$ cat config.mk
export PLATFORM = sky130hd
export DESIGN_NAME = piecewise_linear_curve_sampler
export DESIGN_NICKNAME = d
export VERILOG_FILES = /design/src/rtl/pwlcs_pkg.sv /design/src/rtl/pwlcs_divider.sv /design/src/rtl/pwlcs_datapath.sv /design/src/rtl/pwlcs_ctrl.sv /design/src/rtl/piecewise_linear_curve_sampler.sv
export SDC_FILE = /design/constraint.sdc
export NUM_CORES = 2
export LEC_CHECK = 0
export BUFFER_PORTS_ARGS = -buffer_cell sky130_fd_sc_hd__buf_2
export CORE_MARGIN = 3
export CORE_UTILIZATION = 35
export CTS_CLUSTER_SIZE = 24
export DETAILED_ROUTE_END_ITERATION = 10
export PLACE_DENSITY = 0.54
export SETUP_SLACK_MARGIN = 0.5
export SLEW_MARGIN = 20
export SYNTH_ARGS = -nofsm -noshare
export SYNTH_HDL_FRONTEND = slang
export SYNTH_HIERARCHICAL = 1
export SYNTH_SLANG_ARGS = --single-unit
$ cat constraint.sdc
create_clock -name clk -period 17.25 [get_ports clk]
set_input_delay 3.45 -clock clk [delete_from_list [all_inputs] [get_ports clk]]
set_output_delay 3.45 -clock clk [all_outputs]
set_load 0.02 [all_outputs]
$ cat src/rtl/pwlcs_pkg.sv
// Shared widths, register indexes and the control/status bundles of the curve sampler.
// Used by every other module of the block; depends on nothing.
`timescale 1ns / 1ps

package pwlcs_pkg;

    // Field and register widths.
    localparam int PC_W       = 5;
    localparam int X_W        = 17;
    localparam int Y_W        = 32;
    localparam int SC_W       = 17;
    localparam int SI_W       = 16;
    localparam int PI_W       = 4;
    localparam int FRAC_W     = 16;
    localparam int CFG_IDX_W  = 2;
    localparam int CFG_DATA_W = 32;

    // Sample x as a full quotient; it may exceed one for indexes past the count.
    localparam int XQ_W   = 32;
    // Shared divider: quotient, remainder and dividend widths.
    localparam int QUO_W  = 34;
    localparam int REM_W  = 17;
    localparam int DVD_W  = QUO_W + REM_W;
    // Magnitude of the y step times the x offset.
    localparam int PROD_W = Y_W + X_W;
    // Start y plus the signed rounded quotient, before saturation.
    localparam int SUM_W  = QUO_W + 2;

    localparam int              CNT_W     = 6;
    localparam logic [CNT_W-1:0] DIV_STEPS = 6'd34;

    localparam logic [X_W-1:0] X_ONE = 17'h10000;

    // Configuration register indexes.
    localparam logic [CFG_IDX_W-1:0] CFG_POINT_COUNT  = 2'd0;
    localparam logic [CFG_IDX_W-1:0] CFG_END_Y        = 2'd1;
    localparam logic [CFG_IDX_W-1:0] CFG_SAMPLE_COUNT = 2'd2;

    // Request kinds.
    localparam logic KIND_LOAD   = 1'b0;
    localparam logic KIND_SAMPLE = 1'b1;

    // Commands from the controller to the datapath.
    typedef struct packed {
        logic load;
        logic xdiv_start;
        logic x_zero;
        logic take_x;
        logic scan_init;
        logic scan_step;
        logic mul_go;
        logic mul;
        logic idiv_start;
        logic finish_hit;
        logic finish_flat;
        logic finish_miss;
    } cmd_t;

    // Status from the datapath to the controller.
    typedef struct packed {
        logic d_zero;
        logic n_zero;
        logic div_done;
        logic seg_hit;
        logic zero_width;
        logic scan_end;
    } sts_t;

endpackage

$ cat src/rtl/pwlcs_divider.sv
// Restoring divider, one quotient bit per cycle, shared by both divisions of a sample.
// Depends on pwlcs_pkg for its widths and step count.
`timescale 1ns / 1ps

module pwlcs_divider
    import pwlcs_pkg::*;
(
    input  logic             clk,
    input  logic             rst_n,
    input  logic             load,
    input  logic [DVD_W-1:0] dividend,
    input  logic [REM_W-1:0] divisor,
    output logic [QUO_W-1:0] quotient,
    output logic             done
);

    logic [REM_W-1:0] rem_reg, rem_next;
    logic [QUO_W-1:0] quo_reg, quo_next;
    logic [REM_W-1:0] dvs_reg;
    logic [CNT_W-1:0] cnt_reg;

    logic [REM_W:0] trial;
    logic           ge;

    // One restoring step: shift in the next dividend bit and try a subtraction.
    always_comb
    begin
        trial    = {rem_reg, quo_reg[QUO_W-1]};
        ge       = (trial >= {1'b0, dvs_reg});
        rem_next = ge ? REM_W'(trial - {1'b0, dvs_reg}) : trial[REM_W-1:0];
        quo_next = {quo_reg[QUO_W-2:0], ge};
    end

    // Step counter.
    always_ff @(posedge clk or negedge rst_n)
    begin
        if (!rst_n)
        begin
            cnt_reg <= '0;
        end
        else if (load)
        begin
            cnt_reg <= DIV_STEPS;
        end
        else if (cnt_reg != '0)
        begin
            cnt_reg <= cnt_reg - 1'b1;
        end
    end

    // Remainder and quotient shift register; the upper dividend bits seed the remainder.
    always_ff @(posedge clk)
    begin
        if (load)
        begin
            rem_reg <= dividend[DVD_W-1:QUO_W];
            quo_reg <= dividend[QUO_W-1:0];
            dvs_reg <= divisor;
        end
        else if (cnt_reg != '0)
        begin
            rem_reg <= rem_next;
            quo_reg <= quo_next;
        end
    end

    assign quotient = quo_reg;
    assign done     = (cnt_reg == '0);

endmodule

$ cat src/rtl/pwlcs_datapath.sv
// Datapath of the curve sampler: configuration registers, breakpoint memory, segment
// compare, multiplier, shared divider and result registers. Depends on pwlcs_pkg.
`timescale 1ns / 1ps

module pwlcs_datapath
    import pwlcs_pkg::*;
#(
    parameter int MAX_POINTS = 16
)
(
    input  logic                  clk,
    input  logic                  rst_n,
    input  logic                  cfg_we,
    input  logic [CFG_IDX_W-1:0]  cfg_index,
    input  logic [CFG_DATA_W-1:0] cfg_data,
    input  logic [PI_W-1:0]       point_index,
    input  logic [X_W-1:0]        point_x,
    input  logic signed [Y_W-1:0] point_y,
    input  logic [SI_W-1:0]       sample_index,
    input  cmd_t                  cmd,
    output sts_t                  sts,
    output logic signed [Y_W-1:0] sample_value,
    output logic                  found,
    output logic                  done
);

    localparam int IDX_W = (MAX_POINTS > 1) ? $clog2(MAX_POINTS) : 1;
    localparam int PTR_W = $clog2(MAX_POINTS + 1);

    // Configuration registers.
    logic [PC_W-1:0]       point_count_reg;
    logic signed [Y_W-1:0] end_y_reg;
    logic [SC_W-1:0]       sample_count_reg;

    always_ff @(posedge clk or negedge rst_n)
    begin
        if (!rst_n)
        begin
            point_count_reg  <= PC_W'(1);
            end_y_reg        <= '0;
            sample_count_reg <= SC_W'(2);
        end
        else if (cfg_we)
        begin
            case (cfg_index)
                CFG_POINT_COUNT:  point_count_reg  <= cfg_data[PC_W-1:0];
                CFG_END_Y:        end_y_reg        <= cfg_data[Y_W-1:0];
                CFG_SAMPLE_COUNT: sample_count_reg <= cfg_data[SC_W-1:0];
                default:          ;
            endcase
        end
    end

    // Points in use, clipped to the table depth, and the sample spacing divisor.
    logic [PTR_W-1:0] n_pts;
    logic [SC_W-1:0]  d_val;

    always_comb
    begin
        if (32'(point_count_reg) > 32'(MAX_POINTS))
            n_pts = PTR_W'(MAX_POINTS);
        else
            n_pts = PTR_W'(point_count_reg);
        d_val = (sample_count_reg > SC_W'(1)) ? sample_count_reg - 1'b1 : '0;
    end

    // Breakpoint memory: one write port for loads, one registered read port for the scan.
    logic [X_W-1:0]        mem_x [MAX_POINTS];
    logic signed [Y_W-1:0] mem_y [MAX_POINTS];
    logic [X_W-1:0]        rd_x_reg;
    logic signed [Y_W-1:0] rd_y_reg;
    logic [PTR_W-1:0]      ptr_reg;
    logic [IDX_W-1:0]      wr_addr, rd_addr;
    logic                  slot_ok;

    assign slot_ok = (32'(point_index) < 32'(MAX_POINTS));
    assign wr_addr = IDX_W'(point_index);
    assign rd_addr = cmd.scan_init ? '0 : IDX_W'(ptr_reg + PTR_W'(1));

    always_ff @(posedge clk)
    begin
        if (cmd.load && slot_ok)
        begin
            mem_x[wr_addr] <= point_x;
            mem_y[wr_addr] <= point_y;
        end
        rd_x_reg <= mem_x[rd_addr];
        rd_y_reg <= mem_y[rd_addr];
    end

    // Sample x and the scan pointer.
    logic [XQ_W-1:0]       x_reg;
    logic [X_W-1:0]        prev_x_reg;
    logic signed [Y_W-1:0] prev_y_reg;
    logic [QUO_W-1:0]      quotient;

    always_ff @(posedge clk or negedge rst_n)
    begin
        if (!rst_n)
        begin
            ptr_reg <= '0;
        end
        else if (cmd.scan_init)
        begin
            ptr_reg <= '0;
        end
        else if (cmd.scan_step)
        begin
            ptr_reg <= ptr_reg + 1'b1;
        end
    end

    always_ff @(posedge clk)
    begin
        if (cmd.x_zero)
            x_reg <= '0;
        else if (cmd.take_x)
            x_reg <= quotient[XQ_W-1:0];
        if (cmd.scan_step)
        begin
            prev_x_reg <= rd_x_reg;
            prev_y_reg <= rd_y_reg;
        end
    end

    // Segment end: the next breakpoint, or x of one and the end y past the last one.
    logic                  at_end;
    logic [X_W-1:0]        end_x;
    logic signed [Y_W-1:0] end_y_sel;

    always_comb
    begin
        at_end    = (ptr_reg == n_pts);
        end_x     = at_end ? X_ONE : rd_x_reg;
        end_y_sel = at_end ? end_y_reg : rd_y_reg;
    end

    assign sts.d_zero     = (d_val == '0);
    assign sts.n_zero     = (n_pts == '0);
    assign sts.seg_hit    = (ptr_reg != '0) && (x_reg >= XQ_W'(prev_x_reg))
                            && (x_reg <= XQ_W'(end_x));
    assign sts.zero_width = (end_x == prev_x_reg);
    assign sts.scan_end   = at_end;

    // Interpolation operands: sign and magnitude of the y step, x offset and span.
    logic signed [Y_W:0]   dy;
    logic signed [Y_W:0]   dy_abs;
    logic                  neg_reg;
    logic [Y_W-1:0]        mag_reg;
    logic [X_W-1:0]        dx_reg, w_reg;
    logic signed [Y_W-1:0] sy_reg;
    logic [PROD_W-1:0]     prod, prod_reg;

    always_comb
    begin
        dy     = {end_y_sel[Y_W-1], end_y_sel} - {prev_y_reg[Y_W-1], prev_y_reg};
        dy_abs = dy[Y_W] ? -dy : dy;
    end

    assign prod = {{X_W{1'b0}}, mag_reg} * {{Y_W{1'b0}}, dx_reg};

    always_ff @(posedge clk)
    begin
        if (cmd.mul_go)
        begin
            neg_reg <= dy[Y_W];
            mag_reg <= dy_abs[Y_W-1:0];
            dx_reg  <= X_W'(x_reg - XQ_W'(prev_x_reg));
            w_reg   <= end_x - prev_x_reg;
            sy_reg  <= prev_y_reg;
        end
        if (cmd.mul)
            prod_reg <= prod;
    end

    // Shared divider: the sample x first, then the rounded interpolation step.
    logic [DVD_W-1:0] dvd;
    logic [REM_W-1:0] dvs;

    always_comb
    begin
        if (cmd.xdiv_start)
        begin
            dvd = DVD_W'({sample_index, FRAC_W'(0)}) + DVD_W'(d_val >> 1);
            dvs = REM_W'(d_val);
        end
        else
        begin
            dvd = DVD_W'(prod_reg) + DVD_W'(w_reg >> 1);
            dvs = REM_W'(w_reg);
        end
    end

    pwlcs_divider u_div
    (
        .clk      (clk),
        .rst_n    (rst_n),
        .load     (cmd.xdiv_start || cmd.idiv_start),
        .dividend (dvd),
        .divisor  (dvs),
        .quotient (quotient),
        .done     (sts.div_done)
    );

    // Apply the sign, add the start y and saturate to 32 bits.
    logic signed [SUM_W-1:0] q_ext, term, sum;
    logic signed [Y_W-1:0]   sat_val;

    always_comb
    begin
        q_ext = {2'b00, quotient};
        term  = neg_reg ? -q_ext : q_ext;
        sum   = {{(SUM_W-Y_W){sy_reg[Y_W-1]}}, sy_reg} + term;
        if (sum[SUM_W-1:Y_W-1] == '0 || sum[SUM_W-1:Y_W-1] == '1)
            sat_val = sum[Y_W-1:0];
        else if (sum[SUM_W-1])
            sat_val = {1'b1, {(Y_W-1){1'b0}}};
        else
            sat_val = {1'b0, {(Y_W-1){1'b1}}};
    end

    // Result registers and the one-cycle strobe.
    logic signed [Y_W-1:0] value_reg;
    logic                  found_reg;
    logic                  done_reg;

    always_ff @(posedge clk)
    begin
        if (cmd.finish_hit)
        begin
            value_reg <= sat_val;
            found_reg <= 1'b1;
        end
        else if (cmd.finish_flat)
        begin
            value_reg <= prev_y_reg;
            found_reg <= 1'b1;
        end
        else if (cmd.finish_miss)
        begin
            value_reg <= '0;
            found_reg <= 1'b0;
        end
    end

    always_ff @(posedge clk or negedge rst_n)
    begin
        if (!rst_n)
            done_reg <= 1'b0;
        else
            done_reg <= cmd.finish_hit || cmd.finish_flat || cmd.finish_miss;
    end

    assign sample_value = value_reg;
    assign found        = found_reg;
    assign done         = done_reg;

endmodule

$ cat src/rtl/pwlcs_ctrl.sv
// Controller of the curve sampler: sequences the x division, the segment scan and the
// interpolation. Depends on pwlcs_pkg for the command and status bundles.
`timescale 1ns / 1ps

module pwlcs_ctrl
    import pwlcs_pkg::*;
(
    input  logic clk,
    input  logic rst_n,
    input  logic start,
    input  logic kind,
    input  sts_t sts,
    output cmd_t cmd,
    output logic busy
);

    typedef enum logic [5:0] {
        S_IDLE = 6'b000001,
        S_XDIV = 6'b000010,
        S_SCAN = 6'b000100,
        S_MUL  = 6'b001000,
        S_DLD  = 6'b010000,
        S_IDIV = 6'b100000
    } state_t;

    state_t state_reg, state_next;
    logic   accept;

    assign busy   = (state_reg != S_IDLE);
    assign accept = start && !busy;

    // Next state and command decode.
    always_comb
    begin
        state_next = state_reg;
        cmd        = '0;
        case (state_reg)
            S_IDLE:
            begin
                if (accept)
                begin
                    if (kind == KIND_LOAD)
                    begin
                        cmd.load = 1'b1;
                    end
                    else if (sts.d_zero)
                    begin
                        cmd.x_zero    = 1'b1;
                        cmd.scan_init = 1'b1;
                        state_next    = S_SCAN;
                    end
                    else
                    begin
                        cmd.xdiv_start = 1'b1;
                        state_next     = S_XDIV;
                    end
                end
            end
            S_XDIV:
            begin
                if (sts.div_done)
                begin
                    cmd.take_x    = 1'b1;
                    cmd.scan_init = 1'b1;
                    state_next    = S_SCAN;
                end
            end
            S_SCAN:
            begin
                if (sts.n_zero)
                begin
                    cmd.finish_miss = 1'b1;
                    state_next      = S_IDLE;
                end
                else if (sts.seg_hit)
                begin
                    if (sts.zero_width)
                    begin
                        cmd.finish_flat = 1'b1;
                        state_next      = S_IDLE;
                    end
                    else
                    begin
                        cmd.mul_go = 1'b1;
                        state_next = S_MUL;
                    end
                end
                else if (sts.scan_end)
                begin
                    cmd.finish_miss = 1'b1;
                    state_next      = S_IDLE;
                end
                else
                begin
                    cmd.scan_step = 1'b1;
                end
            end
            S_MUL:
            begin
                cmd.mul    = 1'b1;
                state_next = S_DLD;
            end
            S_DLD:
            begin
                cmd.idiv_start = 1'b1;
                state_next     = S_IDIV;
            end
            S_IDIV:
            begin
                if (sts.div_done)
                begin
                    cmd.finish_hit = 1'b1;
                    state_next     = S_IDLE;
                end
            end
            default:
            begin
                state_next = S_IDLE;
            end
        endcase
    end

    // State register.
    always_ff @(posedge clk or negedge rst_n)
    begin
        if (!rst_n)
            state_reg <= S_IDLE;
        else
            state_reg <= state_next;
    end

`ifndef SYNTHESIS
    // Every finishing command returns the controller to idle.
    a_finish_idle: assert property (@(posedge clk) disable iff (!rst_n)
        (cmd.finish_hit || cmd.finish_flat || cmd.finish_miss) |=> (state_reg == S_IDLE))
        else $error("controller not idle after finishing a request");

    // At most one kind of result is produced at a time.
    a_one_finish: assert property (@(posedge clk) disable iff (!rst_n)
        $onehot0({cmd.finish_hit, cmd.finish_flat, cmd.finish_miss}))
        else $error("more than one result command at once");

    // A sample request always occupies the block.
    a_sample_busy: assert property (@(posedge clk) disable iff (!rst_n)
        (accept && kind == KIND_SAMPLE) |=> busy)
        else $error("sample request accepted without going busy");

    // A load request completes in its accept cycle.
    a_load_quick: assert property (@(posedge clk) disable iff (!rst_n)
        (accept && kind == KIND_LOAD) |=> !busy)
        else $error("load request left the block busy");
`endif

endmodule

$ cat src/rtl/piecewise_linear_curve_sampler.sv
// Top level of the piecewise linear curve sampler: joins controller and datapath.
// Depends on pwlcs_pkg, pwlcs_ctrl, pwlcs_datapath and pwlcs_divider.
`timescale 1ns / 1ps

// Usage
// A request is taken on a rising edge with start high and busy low. A load request
// (kind 0) writes one breakpoint slot in that cycle and busy stays low, so another
// request may follow at once. A sample request (kind 1) raises busy until its result.
// The result appears on sample_value and found for exactly one cycle with done high;
// the receiver cannot stall, so it must take the result in that cycle. Busy is low
// again in the done cycle, so the next request may be taken at the edge ending it.
// The shared 34-step divider is used once for the sample x and once for the rounded
// interpolation step, and the scan goes one breakpoint a cycle through the single
// memory read port. When sample_count is 0 or 1, x is zero and the x division is
// skipped. Configuration writes take effect at once and must be made only while the
// block is idle; the block itself leaves this unchecked. Reset returns the controller
// to idle and the registers to a point count of 1, end y of 0 and a sample count of 2.
module piecewise_linear_curve_sampler
    import pwlcs_pkg::*;
#(
    parameter int MAX_POINTS = 16
)
(
    input  logic                  clk,
    input  logic                  rst_n,
    input  logic                  start,
    output logic                  busy,
    input  logic                  kind,
    input  logic [PI_W-1:0]       point_index,
    input  logic [X_W-1:0]        point_x,
    input  logic signed [Y_W-1:0] point_y,
    input  logic [SI_W-1:0]       sample_index,
    input  logic                  cfg_we,
    input  logic [CFG_IDX_W-1:0]  cfg_index,
    input  logic [CFG_DATA_W-1:0] cfg_data,
    output logic signed [Y_W-1:0] sample_value,
    output logic                  found,
    output logic                  done
);

    cmd_t cmd;
    sts_t sts;

    // Sequencing.
    pwlcs_ctrl u_ctrl
    (
        .clk   (clk),
        .rst_n (rst_n),
        .start (start),
        .kind  (kind),
        .sts   (sts),
        .cmd   (cmd),
        .busy  (busy)
    );

    // Storage and arithmetic.
    pwlcs_datapath #(
        .MAX_POINTS (MAX_POINTS)
    ) u_dp
    (
        .clk          (clk),
        .rst_n        (rst_n),
        .cfg_we       (cfg_we),
        .cfg_index    (cfg_index),
        .cfg_data     (cfg_data),
        .point_index  (point_index),
        .point_x      (point_x),
        .point_y      (point_y),
        .sample_index (sample_index),
        .cmd          (cmd),
        .sts          (sts),
        .sample_value (sample_value),
        .found        (found),
        .done         (done)
    );

endmodule
* After elaboration in Yosys (flattened, before gate mapping)
Memories as Yosys holds them, arrays and structs flattened. A register that Yosys moved wholly into a read port is not among the register bits.
Index checks and enable logic that the tools add are counted.
** Operators by class
- $add $sub $neg :: 12
- Multipliers :: 1
- Div/mod/pow operators :: 0
- Order comparisons :: 5
- Equality and inequality tests :: 17
- Shifts and indexed selects :: 0
- Muxes and demuxes :: 63
- Bitwise logic cells :: 0
- Reductions and logical operators :: 23
** Operator list (count)
- $mux W32 :: 7
- $mux W17 :: 6
- $mux W34 :: 2
- $mux W6 :: 9
- $mux W51 :: 1
- $sub A17 B17 Y17 :: 3
- $add A49 B16 Y50 :: 1
- $mul A32 B17 Y49 :: 1
- $add A36 B36 Y36 :: 1
- $mux W36 :: 1
- $neg A34 Y36 :: 1
- $pmux W6 S6 :: 1
- $add A32 B16 Y33 :: 1
- $sub A32 B32 Y33 :: 1
- $ge A32 B17 Y1 :: 1
- $le A32 B17 Y1 :: 1
- $neg A32 Y32 :: 1
- $mux W1 :: 22
- $ge A18 B17 Y1 :: 1
- $eq A17 B17 Y1 :: 1
- $gt A17 B1 Y1 const B :: 1
- $logic_not A17 Y1 :: 1
- $sub A17 B1 Y17 const B :: 1
- $mux W5 :: 3
- other kinds (34) :: 52
** Word-level totals
- Flip-flop bits (word level) :: 402
- Latch bits :: 0
- RAM bits :: 784
- ROM bits :: 0
- Input port bits :: 108
- Memories :: 2
** Memory list
- u_dp.mem_y :: depth 16, bits a word 32, rd ports 1, clocked after Yosys merged registers in 1, write ports 1, RTL line pwlcs_datapath.sv:69 : logic signed [Y_W-1:0] mem_y [MAX_POINTS];
- u_dp.mem_x :: depth 16, bits a word 17, rd ports 1, clocked after Yosys merged registers in 1, write ports 1, RTL line pwlcs_datapath.sv:68 : logic [X_W-1:0] mem_x [MAX_POINTS];

* Depth between registers and ports, before layout
- Depth after elaboration :: 12
- Mapped depth :: 27

* Modules after synthesis
Netlist, hierarchy kept.
** Modules (own cells, without submodules)
- pwlcs_datapath :: instances 1, cells an instance 5995, area an instance 69750.6 µm²
- pwlcs_divider :: instances 1, cells an instance 357, area an instance 4242.8 µm²
- pwlcs_ctrl :: instances 1, cells an instance 55, area an instance 474.2 µm²

* Least setup slack after synthesis
Ideal clock, no wire load.
- Path type :: register to register
- Start :: register u_dp.ptr_reg[0]
- End :: register u_dp.dx_reg[0] (enable)
- Library setup time :: 799 ps
- Data arrival time :: 13298 ps
- Path slack :: 3152 ps
- Stages on the path, launching flop included :: 21
- Cell sequence :: dfrtp_1 > clkbuf_1 > clkbuf_1 > nor4_1 > o21ai_0 > clkbuf_1 > nand2_1 > ha_1 > nor2b_1 > o21a_1 > o21a_1 > o21a_1 > o21a_1 > o21ai_0 > nand2b_1 > a21oi_1 > o211ai_1 > a21o_1 > a221oi_1 > inv_1 > nor4_1
** RTL lines
- start, declared :: RTL line pwlcs_datapath.sv:72 : logic [PTR_W-1:0] ptr_reg;
- start signal, assigned :: RTL line pwlcs_datapath.sv:109 : ptr_reg <= ptr_reg + 1'b1;
- end signal, assigned :: RTL line pwlcs_datapath.sv:168 : dx_reg <= X_W'(x_reg - XQ_W'(prev_x_reg));
- end, declared :: RTL line pwlcs_datapath.sv:150 : logic [X_W-1:0] dx_reg, w_reg;

* Final worst setup path
- Start :: register u_dp.dx_reg[15]
- End :: register u_dp.prod_reg[48], data pin
** Between the ends
- Longest elaborated chain between the ends :: 1
** Ends and longest elaborated chain
- $mul A32 B17 Y49 :: RTL line pwlcs_datapath.sv:160 : assign prod = {{X_W{1'b0}}, mag_reg} * {{Y_W{1'b0}}, dx_reg};
- via u_dp.prod[48] :: RTL line pwlcs_datapath.sv:152 : logic [PROD_W-1:0] prod, prod_reg;
- end signal, assigned :: RTL line pwlcs_datapath.sv:173 : prod_reg <= prod;
- end, declared :: RTL line pwlcs_datapath.sv:152
The timed path passes the listed nets, and every way through them passes these cells.
A chain may end at the register's enable or synchronous reset.

==> impl_metrics.env <==
export IMPL_synth_cell_area_sq_um=74500
export IMPL_die_area_sq_um=218000
export IMPL_crit_required_ns=17.75
export IMPL_cts_sinks=1235
export IMPL_synth_top_area_share_pct=43.6
export IMPL_postCtsResizedCells=0
export IMPL_intPower_mw=7.00
export IMPL_endpoint_kind="register"
export IMPL_outcome="finished, final reports clean"
export IMPL_min_period_ns=7.48
export IMPL_clk_pin_slew_ns=0.06
export IMPL_ys_seq_area_share_pct=48.2
export IMPL_wl_um=216000
export IMPL_syn_area_per_cell_sq_um=11.6
export IMPL_path_class="reg -> reg"
export IMPL_synth_top_area_cell="edfxtp_1"
export IMPL_synth_distinct_cells=109
export IMPL_comb_power_share_pct=40.2
export IMPL_fin_crit_sh_pct=43.4
export IMPL_pwr_density_cell_nw_per_um2=137
export IMPL_grt_setup_unrepaired="false"
export IMPL_synth_seq_cells=1235
export IMPL_die_x_um=467
export IMPL_gp_congestion=0.894
export IMPL_tightest_slew_ns=1.09
export IMPL_initial_core_util_pct=35.4
export IMPL_grt_pass1_wl_um=324000
export IMPL_vias=49094
export IMPL_fin_worst_skew_ns=0.0310
export IMPL_max_freq_mhz=134
export IMPL_cp_arrival_ns=7.98
export IMPL_ant_nets=0
export IMPL_vias_per_cell=5.24
export IMPL_layout_nets=7295
export IMPL_clockRootBuffer="clkbuf_16"
export IMPL_grt_max_degree=110
export IMPL_slew_headroom_pct=27.2
export IMPL_port_buffer_count=142
export IMPL_worstSkewPairLatency_ns=0.78
export IMPL_firstDrtPassIters=5
export IMPL_final_common_cell="edfxtp_1"
export IMPL_dp_hpwl_um=148000
export IMPL_hold_buffers=0
export IMPL_cts_buffers_inserted=137
export IMPL_cts_setup_buffers=0
export IMPL_finalHoldViolations=0
export IMPL_p_sw_mw=4.32
export IMPL_drc=0
export IMPL_gr_total_overflow=0
export IMPL_power_total_mw=11.3
export IMPL_antenna_found_initial=29
export IMPL_cts_tree="yes"
export IMPL_crit_fanout=22
export IMPL_area_growth_syn_to_layout_pct=11.0
export IMPL_postSynthCellCount=6407
export IMPL_start_kind="register"
export IMPL_first_global_vias=50449
export IMPL_synth_top_flop_cell="edfxtp_1"
export IMPL_clkPwrFrac_pct=24.9
export IMPL_slew_viol_final=0
export IMPL_hold_path_class="reg -> reg"
export IMPL_layout_drive_gt1_share_pct=10.0
export IMPL_max_cap_violations=0
export IMPL_synth_edf_count=1081
export IMPL_final_cell_mix="edfxtp_1 (1081), nand2_1 (824), inv_1 (666)"
export IMPL_setup_violations=0
export IMPL_syn_nets=7251
export IMPL_fp_dieH_um=467
export IMPL_largest_reg_flops=512
export IMPL_async_reset_ff_share_pct=5.83
export IMPL_seq_power_share_pct=34.9
export IMPL_ios=143
export IMPL_rows=168
export IMPL_wire_per_inst_um=23.0
export IMPL_p_leak_nw=32.1
export IMPL_core_area_sq_um=211000
export IMPL_grtUsageTotal_pct=19.6
export IMPL_tns_ns=0
export IMPL_synthTopCellsByArea="edfxtp_1 (44%), fa_1 (12%), ha_1 (4.7%)"
export IMPL_p_sw_share_pct=38.2
export IMPL_vdd_drop_max_v=0.000314
export IMPL_yosysWarningCount=6
export IMPL_cts_buffer_depth=3
export IMPL_drt_iter0_markers=3563
export IMPL_cts_htree_levels=4
==> metrics by stage <==
step / utilization, % / cell area, sq um / instances / setup slack, ns / hold slack [ns]
finish: 39.3 / 82700 / 9375 / 9.77 / 0.426
detailed placement: 37.2 / 78300 / 9116 / 9.61 / 0.415
global route: 39.2 / 82700 / 9368 / 9.33 / 0.448
global placement: 37.2 / 78300 / 9114 / 9.65 / 0.415
floorplan: - / 74500 / 6407 / 3.15 / 0.408
CTS: 39.2 / 82600 / 9366 / 9.59 / 0.425
==> path summary, 6_finish.rpt <==
check                      slack (ns)                     to  cells past startpoint              start
min                              0.43    u_dp/prev_y_reg[26]                      0  u_dp/rd_y_reg[26]
min in group asynchronous        2.66  u_dp/u_div/cnt_reg[2]                      1              rst_n
min reg2reg                      0.43    u_dp/prev_y_reg[26]                      0  u_dp/rd_y_reg[26]
max reg2reg                      9.77      u_dp/prod_reg[48]                     21    u_dp/dx_reg[15]
max in group asynchronous       13.52        u_dp/ptr_reg[0]                      2              rst_n
max                              9.77      u_dp/prod_reg[48]                     21    u_dp/dx_reg[15]
==> cell families (layout without fill, tap and decap cells) <==
kind of cell               count (synthesis)  in the layout  synth area share, %
and+or+nand+nor                         1777           1777                 11.4
other                                      1              9              0.00504
xor gates and xnor gates                 255            255                 3.00
DFF                                     1235           1235                 48.2
adders and majority gates                736            736                 17.0
muxes                                    372            372                 6.01
buffers and inverters                    989           1144                 5.11
AOI/OAI and AO/OA                       1042           1042                 9.32
==> cells in the mapped netlist, types with 10 or more instances <==
library cell and instances:
dfxtp_1 82, a21oi_1 266, nand4_1 39, nor3_1 54
mux4_2 51, a21o_1 100, o211ai_1 15, nor2b_1 32
o21bai_1 18, nand3_1 59, a211oi_1 167, nand2_1 825
o21ai_0 169, a31oi_1 68, nor2_1 250, nand2b_1 35
nand3b_1 10, and3_1 26, or2_2 14, inv_1 666
o31ai_1 29, o21a_1 22, a21boi_0 16, or4_1 10
fa_1 455, mux2i_1 231, nor4_1 26, edfxtp_1 1081
xnor2_1 172, mux2_2 90, or3_1 25, buf_1 20
and2_1 313, ha_1 281, xor2_1 83, buf_2 11
nor3b_1 12, clkbuf_1 277, dfrtp_1 69, a311oi_1 52
==> cell type report <==
class	instances	area, sq um
Clock inverter	65	536
Inverter	667	2510
Tap cell	2805	3510
Clock buffer	185	3780
Antenna cell	8	20.0
Fill cell	20243	128000
Multi-Input combinational cell	4183	35000
Sequential cell	1235	35900
Timing Repair Buffer	227	1440
==> routing by layer <==
| layer | track usage, % | vias up | part of all wire (%) |
|---|---|---|---|
| met5 | 0 | - | 0.084 |
| met4 | 4.76 | 28 | 2.3 |
| met3 | 3.71 | 275 | 5.7 |
| met2 | 33.0 | 1204 | 48 |
| met1 | 26.1 | 25131 | 44 |
| li1 | - | 22456 | - |
==> critical path: stages (launching register included) <==
cell and delay (ns):
edfxtp_1 0.67, buf_16 0.28, and2_1 0.18, fa_1 0.48, fa_1 0.52, fa_1 0.51, fa_1 0.54, fa_1 0.55
inv_1 0.05, fa_1 0.53, inv_1 0.04, ha_1 0.38, o21ai_0 0.12, nand2b_1 0.11, nand3_1 0.08, a211oi_1 0.40
o21ai_0 0.30, o41ai_1 0.70, a31oi_1 0.29, o211ai_1 0.22, o21ai_0 0.13, xnor2_1 0.14
==> power groups by stage <==
stage / sequential (mW) / combinational [mW] / clock (mW)
CTS: 3.94 / 4.56 / 2.89
detailed placement: 4.00 / 4.54 / 0
global route: 3.98 / 5.00 / 3.02
global placement: 4.00 / 4.50 / 0
finish: 3.95 / 4.55 / 2.82
floorplan: 3.79 / 3.37 / 0
Power figures use the tool's default switching activity.
